`config.mk`:
```
export PLATFORM = sky130hd
export DESIGN_NAME = stable_priority_queue_top
export DESIGN_NICKNAME = d
export VERILOG_FILES = /design/src/design/spq_pkg.sv /design/src/design/spq_cell.sv /design/src/design/stable_priority_queue_top.sv
export SDC_FILE = /design/constraint.sdc
export NUM_CORES = 1
export LEC_CHECK = 0
export BUFFER_PORTS_ARGS = -buffer_cell sky130_fd_sc_hd__buf_4
export CORE_MARGIN = 2
export CORE_UTILIZATION = 65
export DETAILED_ROUTE_END_ITERATION = 8
export GPL_ROUTABILITY_DRIVEN = 1
export GPL_TIMING_DRIVEN = 0
export PLACE_DENSITY = 0.83
export REMOVE_ABC_BUFFERS = 1
export SETUP_SLACK_MARGIN = 0.5
export SYNTH_ARGS = -nofsm -noshare
export SYNTH_HDL_FRONTEND = slang
export SYNTH_SLANG_ARGS = --single-unit
```
`constraint.sdc`:
```
create_clock -name clk -period 10.6 [get_ports clk]
set_input_delay 0 -clock clk [delete_from_list [all_inputs] [get_ports clk]]
set_output_delay 0 -clock clk [all_outputs]
set_load 0.1 [all_outputs]
```
`src/design/spq_pkg.sv`:
```
// Shared types, sizes and codes for the stable priority queue.
`default_nettype none

package spq_pkg;

    localparam int DEPTH        = 16;
    localparam int PAYLOAD_BITS = 16;
    localparam int FILL_BITS    = $clog2(DEPTH + 1);

    localparam logic CMD_ENQ = 1'b0;
    localparam logic CMD_DEQ = 1'b1;

    localparam logic [1:0] ST_OK    = 2'd0;
    localparam logic [1:0] ST_EMPTY = 2'd1;
    localparam logic [1:0] ST_FULL  = 2'd2;

    typedef logic [PAYLOAD_BITS-1:0] tag_t;
    typedef logic [FILL_BITS-1:0]    fill_t;

    typedef struct packed {
        logic [3:0] prio;
        tag_t       tag;
    } entry_t;

    typedef struct packed {
        logic        command;
        logic [3:0]  priority_req;
        logic [15:0] payload;
    } req_t;

    typedef struct packed {
        logic [1:0]  status;
        logic [3:0]  out_priority;
        logic [15:0] out_payload;
        logic [4:0]  count;
    } rsp_t;

    typedef struct packed {
        logic   enq;
        logic   deq;
        entry_t ent;
    } cell_ctl_t;

    function automatic tag_t to_tag(input logic [15:0] p);
        logic [63:0] w;
        w = 64'(p);
        return w[PAYLOAD_BITS-1:0];
    endfunction

    function automatic logic [15:0] from_tag(input tag_t t);
        logic [63:0] w;
        w = 64'(t);
        return w[15:0];
    endfunction

    function automatic logic [4:0] count5(input fill_t f);
        logic [63:0] w;
        w = 64'(f);
        return w[4:0];
    endfunction

endpackage

`default_nettype wire

```
`src/design/spq_cell.sv`:
```
// One storage cell of the sorted chain: holds an entry and trades with its neighbors.
`default_nettype none

module spq_cell (
    input  wire logic              clk,
    input  wire spq_pkg::cell_ctl_t ctl,
    input  wire logic              occupied,
    input  wire spq_pkg::entry_t   left_ent,
    input  wire logic              left_go,
    input  wire spq_pkg::entry_t   right_ent,
    output spq_pkg::entry_t        ent,
    output logic                   go
);

    spq_pkg::entry_t ent_reg;
    spq_pkg::entry_t ent_next;

    // A cell gives way to a new entry unless it holds one of equal or higher priority.
    assign go  = !(occupied && (ent_reg.prio >= ctl.ent.prio));
    assign ent = ent_reg;

    always_comb
    begin
        ent_next = ent_reg;
        if (ctl.deq)
        begin
            ent_next = right_ent;
        end
        else if (ctl.enq && go)
        begin
            ent_next = left_go ? left_ent : ctl.ent;
        end
    end

    always_ff @(posedge clk)
    begin
        ent_reg <= ent_next;
    end

endmodule

`default_nettype wire

```
`src/design/stable_priority_queue_top.sv`:
```
// Top level of the stable priority queue built as a chain of storage cells.
`default_nettype none

// A request is taken at a rising edge where start is high and busy is low.
// An enqueue request places its entry behind every held entry of equal or
// higher priority, so ties leave in arrival order; a dequeue request removes
// the front entry. Every request gives exactly one response, shown on rsp
// for one cycle with done high, in the cycle after the request is taken.
// The response carries the status, the removed entry on a successful
// dequeue and the number of entries held afterwards.
// The chain of cells compares and shifts all entries in parallel, so a new
// request may follow in every cycle and busy is never raised.
// Reset empties the queue and clears done; the cell contents are not reset.
// The receiver cannot stall, so a response must be captured while done is high.
module stable_priority_queue_top (
    input  wire logic          clk,
    input  wire logic          rst_n,
    input  wire logic          start,
    output logic               busy,
    input  wire spq_pkg::req_t req,
    output logic               done,
    output spq_pkg::rsp_t      rsp
);

    spq_pkg::fill_t fill_reg;
    spq_pkg::fill_t fill_next;
    logic           done_reg;
    logic           done_next;
    spq_pkg::rsp_t  rsp_reg;
    spq_pkg::rsp_t  rsp_next;

    spq_pkg::cell_ctl_t ctl;
    spq_pkg::entry_t    cell_ent [spq_pkg::DEPTH];
    logic               cell_go  [spq_pkg::DEPTH];

    logic accept;
    logic full;
    logic empty;

    assign busy   = 1'b0;
    assign accept = start && !busy;
    assign full   = (fill_reg == spq_pkg::fill_t'(spq_pkg::DEPTH));
    assign empty  = (fill_reg == '0);

    assign ctl.enq      = accept && (req.command == spq_pkg::CMD_ENQ) && !full;
    assign ctl.deq      = accept && (req.command == spq_pkg::CMD_DEQ) && !empty;
    assign ctl.ent.prio = req.priority_req;
    assign ctl.ent.tag  = spq_pkg::to_tag(req.payload);

    for (genvar i = 0; i < spq_pkg::DEPTH; i++)
    begin : g_cell
        spq_pkg::entry_t left_ent;
        spq_pkg::entry_t right_ent;
        logic            left_go;
        logic            occupied;

        assign occupied = (spq_pkg::fill_t'(i) < fill_reg);

        if (i == 0)
        begin : g_first
            assign left_ent = '0;
            assign left_go  = 1'b0;
        end
        else
        begin : g_inner_left
            assign left_ent = cell_ent[i-1];
            assign left_go  = cell_go[i-1];
        end

        if (i == spq_pkg::DEPTH - 1)
        begin : g_last
            assign right_ent = '0;
        end
        else
        begin : g_inner_right
            assign right_ent = cell_ent[i+1];
        end

        spq_cell u_cell (
            .clk       (clk),
            .ctl       (ctl),
            .occupied  (occupied),
            .left_ent  (left_ent),
            .left_go   (left_go),
            .right_ent (right_ent),
            .ent       (cell_ent[i]),
            .go        (cell_go[i])
        );
    end

    always_comb
    begin
        fill_next = fill_reg;
        done_next = accept;
        rsp_next  = rsp_reg;
        if (accept)
        begin
            rsp_next.status       = spq_pkg::ST_OK;
            rsp_next.out_priority = '0;
            rsp_next.out_payload  = '0;
            if (req.command == spq_pkg::CMD_ENQ)
            begin
                if (full)
                begin
                    rsp_next.status = spq_pkg::ST_FULL;
                end
                else
                begin
                    fill_next = fill_reg + spq_pkg::fill_t'(1);
                end
            end
            else
            begin
                if (empty)
                begin
                    rsp_next.status = spq_pkg::ST_EMPTY;
                end
                else
                begin
                    fill_next             = fill_reg - spq_pkg::fill_t'(1);
                    rsp_next.out_priority = cell_ent[0].prio;
                    rsp_next.out_payload  = spq_pkg::from_tag(cell_ent[0].tag);
                end
            end
            rsp_next.count = spq_pkg::count5(fill_next);
        end
    end

    always_ff @(posedge clk or negedge rst_n)
    begin
        if (!rst_n)
        begin
            fill_reg <= '0;
            done_reg <= 1'b0;
        end
        else
        begin
            fill_reg <= fill_next;
            done_reg <= done_next;
        end
    end

    always_ff @(posedge clk)
    begin
        rsp_reg <= rsp_next;
    end

    assign done = done_reg;
    assign rsp  = rsp_reg;

endmodule

`default_nettype wire

```
After elaboration in Yosys (flattened, before gate mapping)
Index checks and enable logic that the tools add are counted.
{"block": "totals", "regBits": 353, "word_cells": 196, "inputBits": 24, "out_inout_bits": 29}
{"block": "classes", "mux": 51, "eq_ne": 1, "addsub": 2, "reduce_logical": 71, "order_cmp": 32, "bitwise_logic": 1}
{"cell": "two-way mux 20 bit", "n": 45}
{"cell": ">= comparator 4 bit", "n": 16}
{"cell": "< comparator 4 x 5 -> 1 bit, first input constant", "n": 8}
{"cell": "logical AND 1 bit", "n": 36}
{"cell": "nonzero test 2 bit", "n": 15}
{"cell": "< comparator 3 x 5 -> 1 bit, first input constant", "n": 4}
{"cell": "zero test 1 bit", "n": 18}
{"cell": "two-way mux 5 bit", "n": 3}
{"cell": "< comparator 1 x 5 -> 1 bit, first input constant", "n": 2}
{"cell": "< comparator 2 x 5 -> 1 bit, first input constant", "n": 2}
{"cell": "adder 5 x 1 -> 5 bit, second input constant", "n": 1}
{"cell": "equality test 5 bit, second input constant", "n": 1}
{"cell": "zero test 5 bit", "n": 1}
{"cell": "subtractor 5 x 1 -> 5 bit, second input constant", "n": 1}
{"cell": "two-way mux 2 bit", "n": 2}
{"cell": "OR reduction 2 bit", "n": 1}
{"cell": "two-way mux 1 bit", "n": 1}
{"cell": "NOT 1 bit", "n": 1}

Logic depth before layout (Yosys ltp)
Gate-level depths: netlist (run 1).
{"block": "depth", "ltp_word": 6, "depth_mapped": 11, "ltp_nobuf": 7}

Hierarchy
A second synthesis (run 1) with hierarchy kept.
{"block": "unflattened", "hier_cells": 1807, "area_unflattened_um2": 19880.3}
{"module": "spq_cell", "area_per_inst_um2": 1132.3, "cells_per_inst": 103, "n_inst": 16}
{"module": "stable_priority_queue_top", "area_per_inst_um2": 1762.9, "cells_per_inst": 159, "n_inst": 1}

Worst setup path before layout (run 1)
Ideal clock, no wire load.
{"block": "synth_path", "path_kind": "register to register", "start": "reg fill_reg[0]", "end": "reg g_cell[0].u_cell.ent_reg (netlist bit g_cell[0].u_cell.ent[0]), enable pin", "arrival_time_ns": 3.235, "path_slack_ns": 6.941, "path_stages_with_launch": 9, "path_cell_list": "dfrtp_1 -> clkbuf_1 -> inv_1 -> ha_1 -> nor4bb_1 -> or3b_1 -> clkbuf_1 -> clkbuf_1 -> o21ai_0"}
{"block": "synth_via", "elab_chain_len": 5, "elab_cells_between_ends": 11, "cone_classes": "order compare (1); eq/ne (1); reduce/logical (9)"}
{"item": "start: declaration", "line_no": "stable_priority_queue_top.sv:25", "source": "spq_pkg::fill_t fill_reg;"}
{"item": "start signal: assignment", "line_no": "stable_priority_queue_top.sv:138", "source": "fill_reg <= fill_next;"}
{"item": "< comparator 1 x 5 -> 1 bit / equality test 5 bit (equally long branches)", "line_no": "stable_priority_queue_top.sv:57, stable_priority_queue_top.sv:42"}
{"item": "logical AND 1 bit / zero test 1 bit (equally long branches)", "line_no": "spq_cell.sv:19, stable_priority_queue_top.sv:45"}
{"item": "zero test 1 bit / logical AND 1 bit (equally long branches)", "line_no": "spq_cell.sv:19, stable_priority_queue_top.sv:45"}
{"item": "logical AND 1 bit", "line_no": "spq_cell.sv:29", "source": "else if (ctl.enq && go)"}
{"item": "nonzero test 2 bit (no source line) (*)"}
{"item": "end signal: assignment", "line_no": "spq_cell.sv:37", "source": "ent_reg <= ent_next;"}
{"item": "end: declaration", "line_no": "spq_cell.sv:15", "source": "spq_pkg::entry_t ent_reg;"}
Mark *: on every way between the ends. The rest lies on a longest branch, timed or not.
A chain may end at the register's enable or synchronous reset.

==> results of run 1 <==
==> per-layer routing <==
metal | vias up | track usage [%] | share of wire, %
met4 | 0 | 12.3 | 3.4
met3 | 130 | 4.08 | 6.7
met2 | 708 | 52.3 | 49
met1 | 7482 | 41.3 | 41
met5 | - | 0 | 0
li1 | 6992 | - | -
==> repair_timing <==
action	4_1_cts	5_1_grt
resized for setup	0	0
hold buffers	24	0
hold endpoints to repair	117	0
==> layout by cell type (no fill, tap or decap), types with 6 or more instances in the layout <==
cell type / n
sky130_fd_sc_hd__o21ai_1: 72
sky130_fd_sc_hd__inv_1: 31
sky130_fd_sc_hd__a31oi_1: 60
sky130_fd_sc_hd__o211ai_1: 146
sky130_fd_sc_hd__mux2i_1: 47
sky130_fd_sc_hd__nand4_1: 18
sky130_fd_sc_hd__dlygate4sd3_1: 24
sky130_fd_sc_hd__ha_1: 68
sky130_fd_sc_hd__buf_4: 56
sky130_fd_sc_hd__nand2_1: 241
sky130_fd_sc_hd__dfrtp_1: 6
sky130_fd_sc_hd__o221ai_1: 11
sky130_fd_sc_hd__or2_2: 42
sky130_fd_sc_hd__nor3_1: 7
sky130_fd_sc_hd__o21ai_0: 83
sky130_fd_sc_hd__nand3_1: 195
sky130_fd_sc_hd__o31a_1: 40
sky130_fd_sc_hd__o21a_1: 44
sky130_fd_sc_hd__clkbuf_16: 39
sky130_fd_sc_hd__clkbuf_1: 16
sky130_fd_sc_hd__edfxtp_1: 327
sky130_fd_sc_hd__and3_1: 22
sky130_fd_sc_hd__nor2_1: 68
sky130_fd_sc_hd__dfxtp_1: 20
sky130_fd_sc_hd__buf_8: 21
sky130_fd_sc_hd__a21oi_1: 16
sky130_fd_sc_hd__nand2_2: 17
sky130_fd_sc_hd__nor3b_1: 40
sky130_fd_sc_hd__o21ai_2: 15
==> power by group <==
group | switching (W) | internal (W) | total, W
logic | 0.00161 | 0.000927 | 0.00254
clock network | 0.000534 | 0.000716 | 0.00125
registers | 0.000340 | 0.00230 | 0.00264
==> Yosys cell counts, drive strengths merged, types with 3 or more instances <==
cell | instances | area (um2)
a21o | 3 | 22.5
o21ai | 170 | 851
nor3 | 8 | 40.0
o221ai | 14 | 123
nor2 | 68 | 255
o21a | 46 | 345
buf | 75 | 518
nor3b | 40 | 300
a22o | 3 | 26.3
or2 | 42 | 263
dfrtp | 6 | 150
edfxtp | 327 | 9820
or3 | 4 | 25.0
inv | 31 | 116
dfxtp | 20 | 400
o211ai | 146 | 1100
a31oi | 60 | 375
nand3 | 195 | 976
and3 | 23 | 149
ha | 68 | 851
o31ai | 5 | 37.5
nand4 | 18 | 113
nand2b | 5 | 31.3
nand2 | 259 | 1020
o31a | 40 | 350
clkbuf | 99 | 372
nor2b | 5 | 31.3
a21oi | 19 | 95.1
mux2i | 47 | 470
==> worst max-delay path, stage by stage (launching register included) <==
cell and delay, ns:
sky130_fd_sc_hd__dfrtp_1 0.58, sky130_fd_sc_hd__inv_1 0.20, sky130_fd_sc_hd__ha_1 0.23, sky130_fd_sc_hd__or4b_4 0.62
sky130_fd_sc_hd__and2_4 0.25, sky130_fd_sc_hd__nand2_8 0.23, sky130_fd_sc_hd__buf_16 0.46, sky130_fd_sc_hd__buf_16 0.44
sky130_fd_sc_hd__nand2_2 0.33, sky130_fd_sc_hd__o211ai_1 0.31
==> kinds of logic (layout without fill, tap and decap cells) <==
family / Yosys count / in the layout
adders and majority gates: 68 / 68
AOI/OAI and AO/OA: 515 / 515
xor gates and xnor gates: 2 / 2
DFF: 353 / 353
muxes: 48 / 48
other: 1 / 1
buffers and inverters: 205 / 210
and+or+nand+nor: 673 / 673
==> per-stage QoR <==
stage          hold WS, ns  instances  cell area [um2]  total power (W)
3_5_place_dp        -0.192       2168            20200          0.00512
4_1_cts              0.364       2260            21600          0.00640
3_3_place_gp        -0.193       2132            19400          0.00483
5_1_grt              0.407       2260            21600          0.00680
2_1_floorplan       -0.296       1691            18500          0.00427
6_report             0.384       2260            21600          0.00643
==> cell type report <==
| cell class | instances | area, um2 | area share (%) |
|---|---|---|---|
| Multi-Input combinational cell | 1307 | 8250 | 38.2 |
| Inverter | 31 | 116 | 0.539 |
| Clock inverter | 8 | 43.8 | 0.203 |
| Tap cell | 390 | 488 | 2.26 |
| Sequential cell | 353 | 10400 | 48.1 |
| Timing Repair Buffer | 111 | 1200 | 5.58 |
| Clock buffer | 60 | 1100 | 5.12 |
==> how the worst max path moves through the flow <==
stage	from	to	slack [ns]	cells past startpoint
floorplan	g_cell[2].u_cell.ent[16]	g_cell[2].u_cell.ent[0]	5.38	7
global placement	fill_reg[1]	g_cell[13].u_cell.ent[12]	2.69	6
detailed placement	fill_reg[1]	g_cell[13].u_cell.ent[9]	6.68	9
CTS	fill_reg[1]	g_cell[10].u_cell.ent[0]	6.61	9
global route	fill_reg[1]	g_cell[10].u_cell.ent[0]	6.32	9
finish	fill_reg[1]	g_cell[10].u_cell.ent[0]	6.46	9
==> results.txt, run 1 <==
0 antenna diodes ended up in the layout. The post-synth design cell area came out at about 19000 um2. The worst hold path was traced through 4 stages. The total of max-cap violations came out at 0. The clock network latency to the later pin of the worst-skew pair is roughly 0.52 ns. The number of nets in the layout is between 1500 and 2000. The maximum vdd ir drop came out at about 0.00020 V. The beginning of the worst hold path is req[3]. The maximum operating frequency is 242 MHz. The clock tree synthesis step divided the H-tree into 2 levels. The leakage power total is ~7.9 nW. Averaged over all synthesized cells, the footprint is a little over 10 um2. Data on the critical path arrives at its endpoint at around 4.5 ns. The post-synthesis instance total came out at 1865. The final core utilization came out at about three quarters. The worst setup path is captured at a flop. The clock skew after layout came out at ~0.014 ns. For the final routed database, the setup TNS stands at 0 ns.

The final routed DRC violation total came out at 0. Dividing the detail-routed wire length by the instance count gives ~21 um. Along the worst path, the maximum fanout reaches around 150. The fraction of layout instances using a drive strength above 1 came out at approximately an eighth. Clock-pin slew was measured on the worst setup and hold paths at ~0.060 ns. The floorplan step defined a die boundary enclosing around 31000 um2.

In this run, CTS created clock tree buffers numbering 38. The initial core utilization is between 60% and 70%. The actual slew at the worst max-slew pin came out at about 1.1 ns. The combinational family with the most area after synthesis is compound AO/OA/AOI/OAI gates. The complex-gate fraction of the synthesized area came out at 17.5%. The minimum setup slack in the final design is about 6.5 ns. The final setup violation count is 0. The area share of and/or/nand/nor cells after synthesis came out at around 17%. Timing analysis after detailed placement gives a worst setup slack of 6.68 ns.

The maximum clock path buffer count is 3. The worst setup path is launched from a flop. The largest net degree at the start of global routing came out at 150. The endpoint of the lowest-slack register-to-register path is g_cell[10].u_cell.ent[0]. The detailed router finished its first iteration with between 1500 and 2000 violations. The clock tree from TritonCTS is yes. The synthesized design contains 327 enable-type register cells. The aggregate global routing overflow is 0.

The worst hold path belongs to the class in2reg. The number of flip-flops in the largest register is 320. The number of warnings printed during yosys synthesis came out at 0. The clock sink total is approximately 350.

The headroom to the max-slew limit is approximately a quarter. The number of antenna violations at the first check in global routing is 0. The overall routed net length came out at between 40000 and 50000 um. The area inside the core boundary is between 20000 and 30000 um2. The power density normalized to cell area came out at around 300 nW/um2.

The die is about 180 um tall. The number of nets with antenna violations after detailed routing came out at 0. The floorplan step set the die width to around 180 um. The total count of max-transition violations in the final report came out at 0. The top-level port count came out at 53.

The area growth from synthesis to layout came out at 11.3%. Post-CTS timing repair inserted 0 buffers for setup. The count of buffers added on input and output ports is slightly above 50. The cell sitting at the root of the clock tree is a sky130_fd_sc_hd__clkbuf_16.

The final critical path takes up between 30% and 40% of the cycle. The number of global-route vias before repair is around 15000. The fraction of registers with async set or reset after synthesis is ~1.7%. The kind of critical path is reg2reg.

The worst-case reg-to-reg path depth is 9. Setup repair after global routing left no endpoint under its margin. The post-synthesis xor/xnor area fraction is less than 1%. The total via count after detailed routing is around 15000.

The area share of fa/ha/maj cells after synthesis is approximately 4.4%. The share of the yosys chip area belonging to registers is 53.5%. The capture endpoint of the worst hold path is g_cell[15].u_cell.ent[3]. The HPWL reported at the end of detailed placement is 31800 um. The total track usage came out at slightly above 30%. The number of hold violations in the final report is 0. Counting distinct cell types in the post-synthesis netlist gives 51.

In this run the critical register-to-register path is launched from fill_reg[1]. The smallest clock period supported by the final layout is computed as around 4.1 ns. The first detailed-routing pass ran for 6 iterations.

The run finished with clean final reports. The final estimated routing congestion in global placement is between 0.8 and 0.9. For this run, the leading register cell type out of synthesis is sky130_fd_sc_hd__edfxtp_1. Multiplexer cells account for between 2 and 2.5% of the synthesized area. STA puts the critical path data required time at approximately 11 ns. The setup check on the worst reg-to-reg path leaves a slack of around 6.5 ns. The cell row count came out at 63. The global-route wire length before repair is 78700 um. The synthesis-stage register bit count came out at roughly 350. The filler cells instantiated in the layout total just under 2000.

The mean number of vias per cell came out at between 6 and 7.
No activity file was read; power rests on OpenSTA's default activity.
==> run 2, diff against run 1 <==
- ABC_AREA: not set -> 1
- CORE_UTILIZATION: 65 -> 58
- PLACE_DENSITY: 0.83 -> 0.78
- clock period: 10.6 -> 3.6 ns (I/O delays scaled with it)
==> run 2 against run 1 <==
  * Combinational power rose to 3.9 times the previous value
  * Clock skew up 0.016 ns
  * Clock power rose to 3.1 times the previous value
  * Power rose to 3.4 times the previous value
  * First-iteration DRC count up 49%
  * Die area up 22%
  * Largest cell class unchanged
  * Synthesized area up 9.5%
  * Synthesized cell count up 50%
  * Sequential cell count unchanged
==> results.txt, run 2 <==
The share of the yosys chip area belonging to registers came out at 48.8%. The post-placement cell count came out at approximately 3100. The sequential group share of total power came out at between 30% and 40%. The area share of fa/ha/maj cells after synthesis came out at between 4 and 5%.

Total power for the finished layout comes to 0.0221 W. The top-level port count came out at 53. Across the run, the number of max-cap violations was 0. The number of antenna violations at the first check in global routing is 3.

The post-synthesis xor/xnor area fraction came out at less than 1%. The worst-case reg-to-reg path depth came out at 10. Compared with the post-synthesis result, the final layout area differs by 10.2%. The total via count after detailed routing is approximately 20000. Of all nets on the critical path, the largest fanout is 120. The total clock buffers created by CTS came out at 40. The synthesis-stage register bit count is 353. Dividing the synthesized area by the synthesized cell count gives 7.59 um2.

The net switching share of the total power came out at a little under half. In this run the post-CTS setup repair buffer count came out at 0. The capture endpoint of the worst hold path is g_cell[0].u_cell.ent[16]. The die extent in y is just under 200 um. The clock sink total came out at 353. The initial core utilization is 58.4%. The detailed-routing iteration count for the pre-antenna-repair pass came out at 6. The power spent charging and discharging nets is approximately 0.01 W.

The clock network latency to the later pin of the worst-skew pair came out at 0.57 ns. The worst-case hold slack is 0.0902 ns. The number of nets in the layout came out at roughly 2800. The width of the die is a little under 200 um. The root buffer cell is sky130_fd_sc_hd__clkbuf_16. The power density normalized to cell area came out at roughly 940 nW/um2. The final routed DRC violation total is 0. The register with the most flip-flops in the layout has between 300 and 400 of them. The final standard cell count with taps included and fillers excluded came out at roughly 3200.

The cell row count is 70. The fraction of synthesized area in multiplexers is 0%. The most area-hungry cell type in the Yosys netlist is sky130_fd_sc_hd__edfxtp_1. The count of H-tree levels built during CTS came out at 2. The maximum vdd ir drop came out at between 0.0004 and 0.0005 V.

The post-synth design cell area came out at about 21000 um2. The hold path depth came out at 3. The complex-gate fraction of the synthesized area is between 1.5 and 2%. In the layout the commonest cells are 1006 x sky130_fd_sc_hd__nand2_1, 602 x sky130_fd_sc_hd__nand3_1, 364 x sky130_fd_sc_hd__inv_1, 327 x sky130_fd_sc_hd__edfxtp_1, 80 x sky130_fd_sc_hd__nor2_1.

In this run the critical register-to-register path is captured at g_cell[7].u_cell.ent[3]. The synthesized design devotes to its leading area cell type a little under half of total area. By area, the combinational part of the netlist is dominated by simple AND/OR/NAND/NOR gates. Per report_power, the combinational group accounts for a little under half of the total. Timing would allow up to 329 MHz. After detailed routing, the average wire length per cell comes to just over 20 um.

TritonCTS built the clock tree. The most common cell in the synthesized netlist is sky130_fd_sc_hd__nand2_1. The final core utilization came out at between 60 and 70%.

The number of warnings printed during yosys synthesis came out at 0. The area share of and/or/nand/nor cells after synthesis came out at between 30% and 40%. After synthesis, the netlist uses 28 different library cells. In this run, synthesis inferred about 330 flip-flops with an integrated enable. Setup violations remaining at the end of the flow were counted as 0. The number of global-route vias before repair is about 19000. The run finished with clean final reports. The routed design could run at a clock period as short as between 3 and 4 ns. The global-route wire length before repair is 101000 um. The commonest cells after synthesis are 1041 x sky130_fd_sc_hd__nand2_1, 617 x sky130_fd_sc_hd__nand3_1, 365 x sky130_fd_sc_hd__inv_1.

The endpoint arrival time on the critical path came out at 3.35 ns. The total of fill cells in the finished design came out at between 3000 and 4000. The number of nets with antenna violations after detailed routing is 0. The final estimated routing congestion in global placement is 0.903.

The startpoint identified for the worst hold timing path is req[16]. At the worst endpoint, the required time is 3.90 ns. The fraction of layout instances using a drive strength above 1 came out at 6.76%. The worst setup path is captured at a flop. For this design the static power due to leakage is approximately 12 nW. The number of hold violations in the final report is 0. The most common library cell in the layout ignoring fill and taps is sky130_fd_sc_hd__nand2_1. The fraction of registers with async set or reset after synthesis came out at 1.70%.

The cell internal power dissipation came out at between 0.01 and 0.015 W. The post-synthesis instance total came out at roughly 2800. The period utilization is ~85%. The total track usage came out at approximately 34%. The share of total power dissipated in the clock network is roughly 18%. Port buffering added slightly above 50 buffers. For the pin with the worst max-slew slack, the measured transition is 1.02 ns. STA classifies the critical path startpoint as a flop. The launching point of the worst reg2reg path is fill_reg[4]. The clock skew after layout is just under 0.03 ns. The register-to-register path setup slack is about 0.56 ns. The aggregate global routing overflow is 0. For this run, the leading register cell type out of synthesis is sky130_fd_sc_hd__edfxtp_1.

The maximum clock path buffer count is 3. The overall routed net length came out at between 60000 and 70000 um. The clock transition at the registers of the reported paths is roughly 0.06 ns.

The headroom to the max-slew limit is around 32%. Setup repair after global routing could not meet its margin everywhere. Ranked by total cell area, the synthesized netlist is headed by sky130_fd_sc_hd__edfxtp_1 46%, sky130_fd_sc_hd__nand2_1 18%, sky130_fd_sc_hd__nand3_1 15%, sky130_fd_sc_hd__inv_1 6.5%, sky130_fd_sc_hd__ha_1 4.0%. The violation count after the first detailed-routing iteration came out at 2664. The kind of critical path is reg2reg. Detailed placement finished with a half-perimeter wire length of approximately 40000 um. The mean number of vias per cell is 6.06. The area inside the core boundary came out at 36300 um2. The total count of max-transition violations in the final report is 0.

The largest net degree at the start of global routing came out at around 130. The path class of the tightest hold or removal check is in2reg. The area enclosed by the die boundary is about 38000 um2.
run 2: cell types whose count changed in the layout (fill, tap and decap cells not counted), sizes merged, moves of 46 or more:
cell    before   now
nand2      259  1046
nand3      195   617
inv         33   373
mux2i       47     0
o21a        46     0
o211ai     146     1
a31oi       60     0
o21ai      170    42
run 2: kinds of logic (layout without fill, tap and decap cells):
| logic type | count (synthesis) | in the layout |
|---|---|---|
| simple gates | 1747 | 1748 |
| flops | 353 | 353 |
| xor+xnor | 4 | 4 |
| buf+inv | 559 | 529 |
| compound gates | 65 | 65 |
| fa+ha+maj | 68 | 68 |
| other cells | 1 | 2 |
run 2: metal layers:
metal	share of wire [%]	vias up	GRT usage [%]	wire, um
li1	-	8879	-	-
met1	36	9128	43.7	24100
met2	45	1314	53.0	30000
met3	12	292	7.01	8030
met4	5.9	4	19.5	3890
met5	0.036	-	0.255	24
run 2: final cells by class:
class | count | area (um2) | area share (%)
clock buffer | 52 | 1080 | 4.61
multi-input combinational | 1886 | 8910 | 38.1
antenna | 1 | 2.50 | 0.0107
inverter | 370 | 1410 | 6.01
sequential | 353 | 10400 | 44.3
tap | 468 | 586 | 2.50
clock inverter | 20 | 133 | 0.567
timing repair buffer | 87 | 910 | 3.89
run 2: worst max-delay path, stage by stage, from the launching register on:
cell and delay (ns):
sky130_fd_sc_hd__dfrtp_1 0.46, sky130_fd_sc_hd__inv_2 0.22, sky130_fd_sc_hd__nand2_4 0.24, sky130_fd_sc_hd__nor2_4 0.23, sky130_fd_sc_hd__nand2_4 0.13, sky130_fd_sc_hd__nand2_8 0.32, sky130_fd_sc_hd__buf_16 0.29, sky130_fd_sc_hd__inv_16 0.18
sky130_fd_sc_hd__buf_16 0.34, sky130_fd_sc_hd__nand2_1 0.12, sky130_fd_sc_hd__nand2_1 0.06
run 2: through the flow:
| stage | setup WS [ns] | TNS, ns | cell area (um2) |
|---|---|---|---|
| 2_1_floorplan | -1.14 | -490.30 | 20400 |
| 3_3_place_gp | -4.04 | -1725.85 | 21300 |
| 3_5_place_dp | -0.709 | -165.05 | 21500 |
| 4_1_cts | 0.220 | 0 | 23200 |
| 5_1_grt | 0.479 | 0 | 23400 |
| 6_report | 0.557 | 0 | 23400 |
run 2: timing repair:
item,CTS,global route
cloned,3,2
gates resized for setup,53,22
pin swaps,1,1
hold buffers,23,0
endpoints found under the hold margin,80,0
setup endpoints to repair,506,364
run 2: how the worst max path moves through the flow:
stage	depth (start not counted)	to	start
final	10	g_cell[7].u_cell.ent[3]	fill_reg[4]
after floorplan	8	g_cell[10].u_cell.ent[0]	fill_reg[4]
after global placement	8	g_cell[3].u_cell.ent[18]	fill_reg[4]
after CTS	8	g_cell[2].u_cell.ent[13]	g_cell[2].u_cell.ent[17]
after global routing	7	g_cell[7].u_cell.ent[13]	fill_reg[4]
after detailed placement	11	g_cell[8].u_cell.ent[17]	req[17]
run 2: power by group through the flow:
stage | combinational (W) | sequential [W] | clock, W
after global placement | 0.00899 | 0.00810 | 0
after global routing | 0.0111 | 0.00826 | 0.00406
after floorplan | 0.00634 | 0.00816 | 0
after CTS | 0.00966 | 0.00808 | 0.00391
after detailed placement | 0.00934 | 0.00815 | 0
final | 0.0100 | 0.00812 | 0.00393
